**src/rtl/core/gzhs_pkg.sv**
```systemverilog
package gzhs_pkg;

  localparam logic [7:0] ID1_BYTE = 8'h1f;
  localparam logic [7:0] ID2_BYTE = 8'h8b;
  localparam logic [7:0] CM_DEFLATE = 8'd8;

  localparam logic [7:0] FLG_FHCRC = 8'h02;
  localparam logic [7:0] FLG_FEXTRA = 8'h04;
  localparam logic [7:0] FLG_FNAME = 8'h08;
  localparam logic [7:0] FLG_FCOMMENT = 8'h10;

  localparam logic [3:0] HF_HCRC = 4'h1;
  localparam logic [3:0] HF_EXTRA = 4'h2;
  localparam logic [3:0] HF_NAME = 4'h4;
  localparam logic [3:0] HF_COMMENT = 4'h8;

  localparam logic [15:0] FIXED_LEN = 16'd6;
  localparam logic [15:0] HCRC_LEN = 16'd2;

  typedef enum logic [13:0] {
    PH_ID1     = 14'b00000000000001,
    PH_ID2     = 14'b00000000000010,
    PH_CM      = 14'b00000000000100,
    PH_FLG     = 14'b00000000001000,
    PH_FIXED   = 14'b00000000010000,
    PH_XLO     = 14'b00000000100000,
    PH_XHI     = 14'b00000001000000,
    PH_XDATA   = 14'b00000010000000,
    PH_NAME    = 14'b00000100000000,
    PH_COMMENT = 14'b00001000000000,
    PH_HCRC    = 14'b00010000000000,
    PH_PAYLOAD = 14'b00100000000000,
    PH_ERROR   = 14'b01000000000000,
    PH_TRUNC   = 14'b10000000000000
  } phase_t;

  typedef enum logic [1:0] {
    ST_HEADER  = 2'd0,
    ST_PAYLOAD = 2'd1,
    ST_BAD     = 2'd2,
    ST_TRUNC   = 2'd3
  } status_t;

  typedef struct packed {
    logic [7:0] data_byte;
    logic       first;
    logic       last;
  } feed_item_t;

  typedef struct packed {
    logic [7:0] out_byte;
    status_t    status;
  } result_item_t;

  typedef struct packed {
    phase_t      phase;
    logic [15:0] remaining;
    logic [7:0]  length_low;
    logic [3:0]  header_flags;
  } parse_state_t;

  localparam parse_state_t STATE_RESET = '{
    phase: PH_ID1, remaining: 16'd0, length_low: 8'd0, header_flags: 4'd0
  };

endpackage

```
**src/rtl/core/gzhs_parse.sv**
```systemverilog
module gzhs_parse
  import gzhs_pkg::*;
(
  input  parse_state_t state,
  input  feed_item_t   item,
  output parse_state_t state_next,
  output result_item_t res
);

  function automatic phase_t next_section(input logic [3:0] pending);
    phase_t ph;
    if ((pending & HF_EXTRA) != 4'd0) begin
      ph = PH_XLO;
    end else if ((pending & HF_NAME) != 4'd0) begin
      ph = PH_NAME;
    end else if ((pending & HF_COMMENT) != 4'd0) begin
      ph = PH_COMMENT;
    end else if ((pending & HF_HCRC) != 4'd0) begin
      ph = PH_HCRC;
    end else begin
      ph = PH_PAYLOAD;
    end
    return ph;
  endfunction

  parse_state_t cur;
  parse_state_t nxt;
  status_t      status;
  logic         cnt_done;
  logic [15:0]  xlen;

  always_comb begin
    cur = item.first ? STATE_RESET : state;
    nxt = cur;
    status = ST_HEADER;
    cnt_done = (cur.remaining <= 16'd1);
    xlen = {item.data_byte, cur.length_low};

    unique case (cur.phase)
      PH_ID1: begin
        nxt.phase = (item.data_byte == ID1_BYTE) ? PH_ID2 : PH_ERROR;
      end
      PH_ID2: begin
        nxt.phase = (item.data_byte == ID2_BYTE) ? PH_CM : PH_ERROR;
      end
      PH_CM: begin
        nxt.phase = (item.data_byte == CM_DEFLATE) ? PH_FLG : PH_ERROR;
      end
      PH_FLG: begin
        nxt.header_flags = ((item.data_byte & FLG_FHCRC) != 8'd0 ? HF_HCRC : 4'd0)
                         | ((item.data_byte & FLG_FEXTRA) != 8'd0 ? HF_EXTRA : 4'd0)
                         | ((item.data_byte & FLG_FNAME) != 8'd0 ? HF_NAME : 4'd0)
                         | ((item.data_byte & FLG_FCOMMENT) != 8'd0 ? HF_COMMENT : 4'd0);
        nxt.remaining = FIXED_LEN;
        nxt.phase = PH_FIXED;
      end
      PH_FIXED: begin
        if (cnt_done) begin
          nxt.remaining = 16'd0;
          nxt.phase = next_section(cur.header_flags);
        end else begin
          nxt.remaining = cur.remaining - 16'd1;
        end
      end
      PH_XLO: begin
        nxt.length_low = item.data_byte;
        nxt.phase = PH_XHI;
      end
      PH_XHI: begin
        nxt.remaining = xlen;
        if (xlen == 16'd0) begin
          nxt.phase = next_section(cur.header_flags & ~HF_EXTRA);
        end else begin
          nxt.phase = PH_XDATA;
        end
      end
      PH_XDATA: begin
        if (cnt_done) begin
          nxt.remaining = 16'd0;
          nxt.phase = next_section(cur.header_flags & ~HF_EXTRA);
        end else begin
          nxt.remaining = cur.remaining - 16'd1;
        end
      end
      PH_NAME: begin
        if (item.data_byte == 8'd0) begin
          nxt.phase = next_section(cur.header_flags & (HF_COMMENT | HF_HCRC));
        end
      end
      PH_COMMENT: begin
        if (item.data_byte == 8'd0) begin
          nxt.phase = next_section(cur.header_flags & HF_HCRC);
        end
      end
      PH_HCRC: begin
        if (cnt_done) begin
          nxt.remaining = 16'd0;
          nxt.phase = PH_PAYLOAD;
        end else begin
          nxt.remaining = cur.remaining - 16'd1;
        end
      end
      PH_PAYLOAD: begin
        status = ST_PAYLOAD;
      end
      PH_TRUNC: begin
        status = ST_TRUNC;
      end
      default: begin
        nxt.phase = PH_ERROR;
      end
    endcase

    // entering the crc section always starts a two byte count
    if (nxt.phase == PH_HCRC && cur.phase != PH_HCRC) begin
      nxt.remaining = HCRC_LEN;
    end

    if (nxt.phase == PH_ERROR) begin
      status = ST_BAD;
    end else if (status == ST_HEADER && item.last && nxt.phase != PH_PAYLOAD) begin
      nxt.phase = PH_TRUNC;
      status = ST_TRUNC;
    end

    state_next = nxt;
    res.out_byte = item.data_byte;
    res.status = status;
  end

endmodule

```
**src/rtl/core/gzip_header_skipper.sv**
```systemverilog
// channel  direction  handshake                  payload
// feed     in         feed_valid / feed_stall      feed   (data_byte, first, last)
// result   out        result_valid / result_stall  result (out_byte, status)
//
// one item per cycle sustained while result_stall is low; each item gives one
// result, through an input register, the header parser and the result register
// the parser state updates only as an item moves into the result register
// rst is synchronous and clears the valids and puts the parser at the first magic byte
// feed_stall rises only while both registers are full and result_stall is high
module gzip_header_skipper
  import gzhs_pkg::*;
(
  input  logic         clk,
  input  logic         rst,
  input  logic         feed_valid,
  output logic         feed_stall,
  input  feed_item_t   feed,
  output logic         result_valid,
  input  logic         result_stall,
  output result_item_t result
);

  logic         s1_valid;
  feed_item_t   s1_item;
  parse_state_t state;
  parse_state_t state_next;
  result_item_t res_next;
  logic         advance;

  gzhs_parse u_parse (
    .state      (state),
    .item       (s1_item),
    .state_next (state_next),
    .res        (res_next)
  );

  assign advance = s1_valid && (!result_valid || !result_stall);
  assign feed_stall = s1_valid && !advance;

  always_ff @(posedge clk) begin
    if (rst) begin
      s1_valid <= 1'b0;
    end else if (!feed_stall) begin
      s1_valid <= feed_valid;
    end
  end

  always_ff @(posedge clk) begin
    if (!feed_stall && feed_valid) begin
      s1_item <= feed;
    end
  end

  always_ff @(posedge clk) begin
    if (rst) begin
      result_valid <= 1'b0;
      state <= STATE_RESET;
    end else if (advance) begin
      result_valid <= 1'b1;
      state <= state_next;
    end else if (!result_stall) begin
      result_valid <= 1'b0;
    end
  end

  always_ff @(posedge clk) begin
    if (advance) begin
      result <= res_next;
    end
  end

endmodule

```
**config.mk**
```make
export PLATFORM = sky130hd
export DESIGN_NAME = gzip_header_skipper
export DESIGN_NICKNAME = d
export VERILOG_FILES = /design/src/rtl/core/gzhs_pkg.sv /design/src/rtl/core/gzhs_parse.sv /design/src/rtl/core/gzip_header_skipper.sv
export SDC_FILE = /design/constraint.sdc
export NUM_CORES = 1
export LEC_CHECK = 0
export BUFFER_PORTS_ARGS = -buffer_cell sky130_fd_sc_hd__clkbuf_2
export CORE_MARGIN = 10
export CORE_UTILIZATION = 43
export DETAILED_ROUTE_END_ITERATION = 6
export GPL_TIMING_DRIVEN = 0
export PLACE_DENSITY_LB_ADDON = 0.15
export SYNTH_ARGS = -nofsm -noshare
export SYNTH_HDL_FRONTEND = slang
export SYNTH_SLANG_ARGS = --single-unit
```
**constraint.sdc**
```tcl
create_clock -name clk -period 4.3 [get_ports clk]
set_clock_uncertainty 0.15 [all_clocks]
set_input_delay 0.86 -clock clk [delete_from_list [all_inputs] [get_ports clk]]
set_output_delay 0.86 -clock clk [all_outputs]
set_load 0.02 [all_outputs]
```
==> out/summary.json <==
{
  "power_switching_uw": 336,
  "primary_ff_master_synth": "sky130_fd_sc_hd__dfxtp_1",
  "vdd_ir_drop_max_mv": 0.259,
  "cp_slowest_cell": "sky130_fd_sc_hd__a2111oi_2",
  "most_frequently_used_cell_type_in_the_post_synthesis_netlist": "sky130_fd_sc_hd__nor2_1",
  "crit_path_class": "reg2reg",
  "grt_first_pass_wirelength_um": 17900,
  "finalHoldViolCount": 0,
  "floorplan.initialDensity_pct": 44.2,
  "post_synth_most_frequent_cells": "sky130_fd_sc_hd__nor2_1, sky130_fd_sc_hd__nand2_1, sky130_fd_sc_hd__dfxtp_1, sky130_fd_sc_hd__a21oi_1, sky130_fd_sc_hd__edfxtp_1",
  "synth_enable_flop_cells": 20,
  "holdCritStartpoint": "s1_valid",
  "critical-path-top-delay-family": "compound AO/OA/AOI/OAI gates",
  "main_area_contributors_after_synthesis": "sky130_fd_sc_hd__dfxtp_1, sky130_fd_sc_hd__edfxtp_1, sky130_fd_sc_hd__nor2_1",
  "tritoncts": "done",
  "port_buffers": 25,
  "required_ns": 4.39,
  "critical_path.max_fanout": 12,
  "layout.cells.non_filler": 557,
  "transition_at_the_pin_with_the_smallest_max_transition_slack_ns": 0.990,
  "die_width_um": 112,
  "io-pin-count": 26,
  "synth-async-reset-ratio_pct": 0,
  "post-synth-top-area-fraction_pct": 24.3,
  "critical_path.n_buffers_inverters": 4,
  "num-nets-final": 463,
  "hold_end": "result_valid",
  "rsz_0062_raised_after_global_routing": "no",
  "drtIter0Drc": 293,
  "startpoint_type": "flip-flop",
  "route.detailed.drc": 0,
  "total_power_uw": 1270,
  "grt_remaining_overflow": 0,
  "areaGrowthSynthToFinish_pct": 12.7,
  "share_of_power_burned_in_registers_pct": 51.3,
  "clock_latency_ns": 0.35,
  "min_period_over_period_pct": 94.4,
  "ff_to_ff_path_depth": 13,
  "htreeDepth": 3,
  "worst_slew_margin_rel_pct": 33.4,
  "worst-r2r-setup-slack_ns": 0.24,
  "die_area_mm2": 0.0125,
  "final_total_negative_setup_slack_ns": 0,
  "mappedNetlistNets": 428,
  "core_region_area_mm2": 0.00822,
  "insertedDiodeCount": 0,
  "layout.cell_area.non_filler_mm2": 0.00409,
  "routed_wire_length_per_instance_um": 19.6,
  "arrival_ns": 4.15,
  "critical_path.endpoint_type": "flip-flop",
  "gp_congestion": 0.918,
  "global_route_total_usage_across_every_layer_pct": 17.4,
  "worstHoldPathType": "reg2reg",
  "synth.cell_area_mm2": 0.00363,
  "pin_count_of_the_biggest_net_entering_global_routing": 20,
  "drt_wl_total_um": 10900,
  "internal_power_uw": 932,
  "grt_antenna_before_repair": 0,
  "numClockSinks": 64,
  "clk_path_buf_depth": 2,
  "final_antenna_violating_net_count": 0,
  "critPathMaxStageDelay_ns": 0.50,
  "layout_min_cycle_time_ns": 4.06,
  "power_density_mw_per_mm2": 310,
  "power_leakage_uw": 0.00151,
  "status": "finished, final reports clean",
  "power_frac_comb_pct": 7.0,
  "first_global_vias": 3285,
  "yosys_warnings": 0,
  "rows": 33,
  "placed_cell_area_mm2": 0.00388,
  "synth_seq_cells": 64,
  "yosysSeqAreaShare_pct": 40.8,
  "crit_path_cell_trace": "buf_2 > buf_1 > inv_2 > clkbuf_2 > nand2_1 > ha_1 > nor2_2 > nor4_4 > a2111oi_2 > nor3b_2 > a221o_2 > o22ai_4 > a22o_1",
  "dpl.cell_count": 542,
  "finalSetupViolCount": 0,
  "power_switching_share_pct": 26.5,
  "clock_edge_transition_at_the_registers_on_the_reported_setup_and_hold_paths_ns": 0.08,
  "worst_hold_stages": 2,
  "final_core_utilization_pct": 49.7,
  "post_synth.cell_area_avg_um2": 8.81,
  "final-max-slew-violation-count": 0,
  "drive_gt1_share_pct": 15.9,
  "ctsRootBufferMaster": "sky130_fd_sc_hd__clkbuf_8",
  "cts_hold_repair.buffers": 0,
  "fmax_mhz": 246,
  "mean_number_of_vias_per_cell": 6.20,
  "netlist_instances": 412,
  "worstReg2RegEnd": "state[18]",
  "initial_drt_pass_iterations": 4,
  "floorplan.die.height_um": 112,
  "numCtsBuffers": 9,
  "yosysTopAreaCell": "sky130_fd_sc_hd__dfxtp_1",
  "via_count": 3453,
  "clock_power_share_pct": 41.6,
  "detailed_place_hpwl_um": 8050,
  "post_synth_num_cell_types": 72,
  "max_cap_viol_count": 0,
  "timing.rr.start": "s1_item[1]"
}
==> metrics by stage <==
step                      hold slack (ns)  setup slack [ns]
after floorplan                     0.301             0.692
after global placement              0.319            -0.380
after detailed placement            0.339            -0.367
after CTS                           0.353             0.159
after global routing                0.383            0.0245
final                               0.352             0.241
==> final cells by class <==
class,instances,area [µm²]
clock inverter,6,70.1
multi-input combinational,324,2060
inverter,6,22.5
tap,105,131
clock buffer,10,128
sequential,64,1480
buffer,17,72.6
fill,819,4130
timing repair buffer,25,125
==> metal layers <==
layer / GRT usage [%] / vias up / part of all wire [%]
met5: 0 / - / 0
met4: 6.43 / 0 / 1.7
met3: 4.08 / 14 / 7.5
met2: 25.8 / 141 / 44
met1: 23.8 / 1649 / 47
li1: - / 1649 / -
==> cells by family (layout without fill, tap and decap cells) <==
| group | Yosys count | after routing | share of synthesized area [%] |
|---|---|---|---|
| buf+inv | 24 | 64 | 2.69 |
| xor+xnor | 10 | 10 | 2.41 |
| flops | 64 | 64 | 40.8 |
| mux | 2 | 2 | 0.586 |
| fa+ha+maj | 2 | 2 | 0.690 |
| simple gates | 187 | 187 | 28.5 |
| compound gates | 123 | 123 | 24.3 |
==> state kept, by name, summed over array words and instances, names as in the netlist <==
signal,cells
result,10
result_valid,1
s1_item,10
s1_valid,1
state,42
==> worst max path at each step <==
| stage | startpoint | endpoint | slack [ns] | depth (start not counted) |
|---|---|---|---|---|
| 2_1_floorplan | s1_item[1] | state[15] | 0.69 | 14 |
| 3_3_place_gp | s1_item[1] | state[19] | -0.38 | 14 |
| 3_5_place_dp | s1_item[1] | state[15] | -0.37 | 14 |
| 4_1_cts | s1_item[1] | state[15] | 0.16 | 13 |
| 5_1_grt | s1_item[1] | state[18] | 0.02 | 13 |
| 6_report | s1_item[1] | state[18] | 0.24 | 13 |
==> layout by cell type, fill, tap and decap left out, types with 9 or more instances in the layout <==
cell                       count
sky130_fd_sc_hd__a21oi_1      27
sky130_fd_sc_hd__a22oi_1      12
sky130_fd_sc_hd__clkbuf_1     10
sky130_fd_sc_hd__clkbuf_2     26
sky130_fd_sc_hd__clkbuf_8      9
sky130_fd_sc_hd__dfxtp_1      44
sky130_fd_sc_hd__edfxtp_1     20
sky130_fd_sc_hd__nand2_1      45
sky130_fd_sc_hd__nand3_1      10
sky130_fd_sc_hd__nor2_1       45
sky130_fd_sc_hd__nor2b_1       9
sky130_fd_sc_hd__nor3_1       10
sky130_fd_sc_hd__nor4_1       10
sky130_fd_sc_hd__o21ai_0      14
==> power by group through the flow <==
stage	Sequential (µW)	Combinational (µW)	Clock (µW)
floorplan	664	51.6	0
global placement	664	89.8	0
detailed placement	664	88.4	0
CTS	650	88.6	537
global route	652	97.7	564
finish	650	89.4	528
==> worst register-to-register path: stages, from the launching register on <==
cell and delay [ns]:
sky130_fd_sc_hd__edfxtp_1 0.35, sky130_fd_sc_hd__buf_2 0.21, sky130_fd_sc_hd__buf_1 0.27, sky130_fd_sc_hd__inv_2 0.26, sky130_fd_sc_hd__clkbuf_2 0.35, sky130_fd_sc_hd__nand2_1 0.14
sky130_fd_sc_hd__ha_1 0.27, sky130_fd_sc_hd__nor2_2 0.31, sky130_fd_sc_hd__nor4_4 0.11, sky130_fd_sc_hd__a2111oi_2 0.50, sky130_fd_sc_hd__nor3b_2 0.30, sky130_fd_sc_hd__a221o_2 0.28
sky130_fd_sc_hd__o22ai_4 0.16, sky130_fd_sc_hd__a22o_1 0.29
==> what timing repair did <==
item	in CTS	in global routing
endpoints found under the setup margin	30	19
setup buffers	0	0
resized for setup	2	2
(Power assumes the default switching activity.)
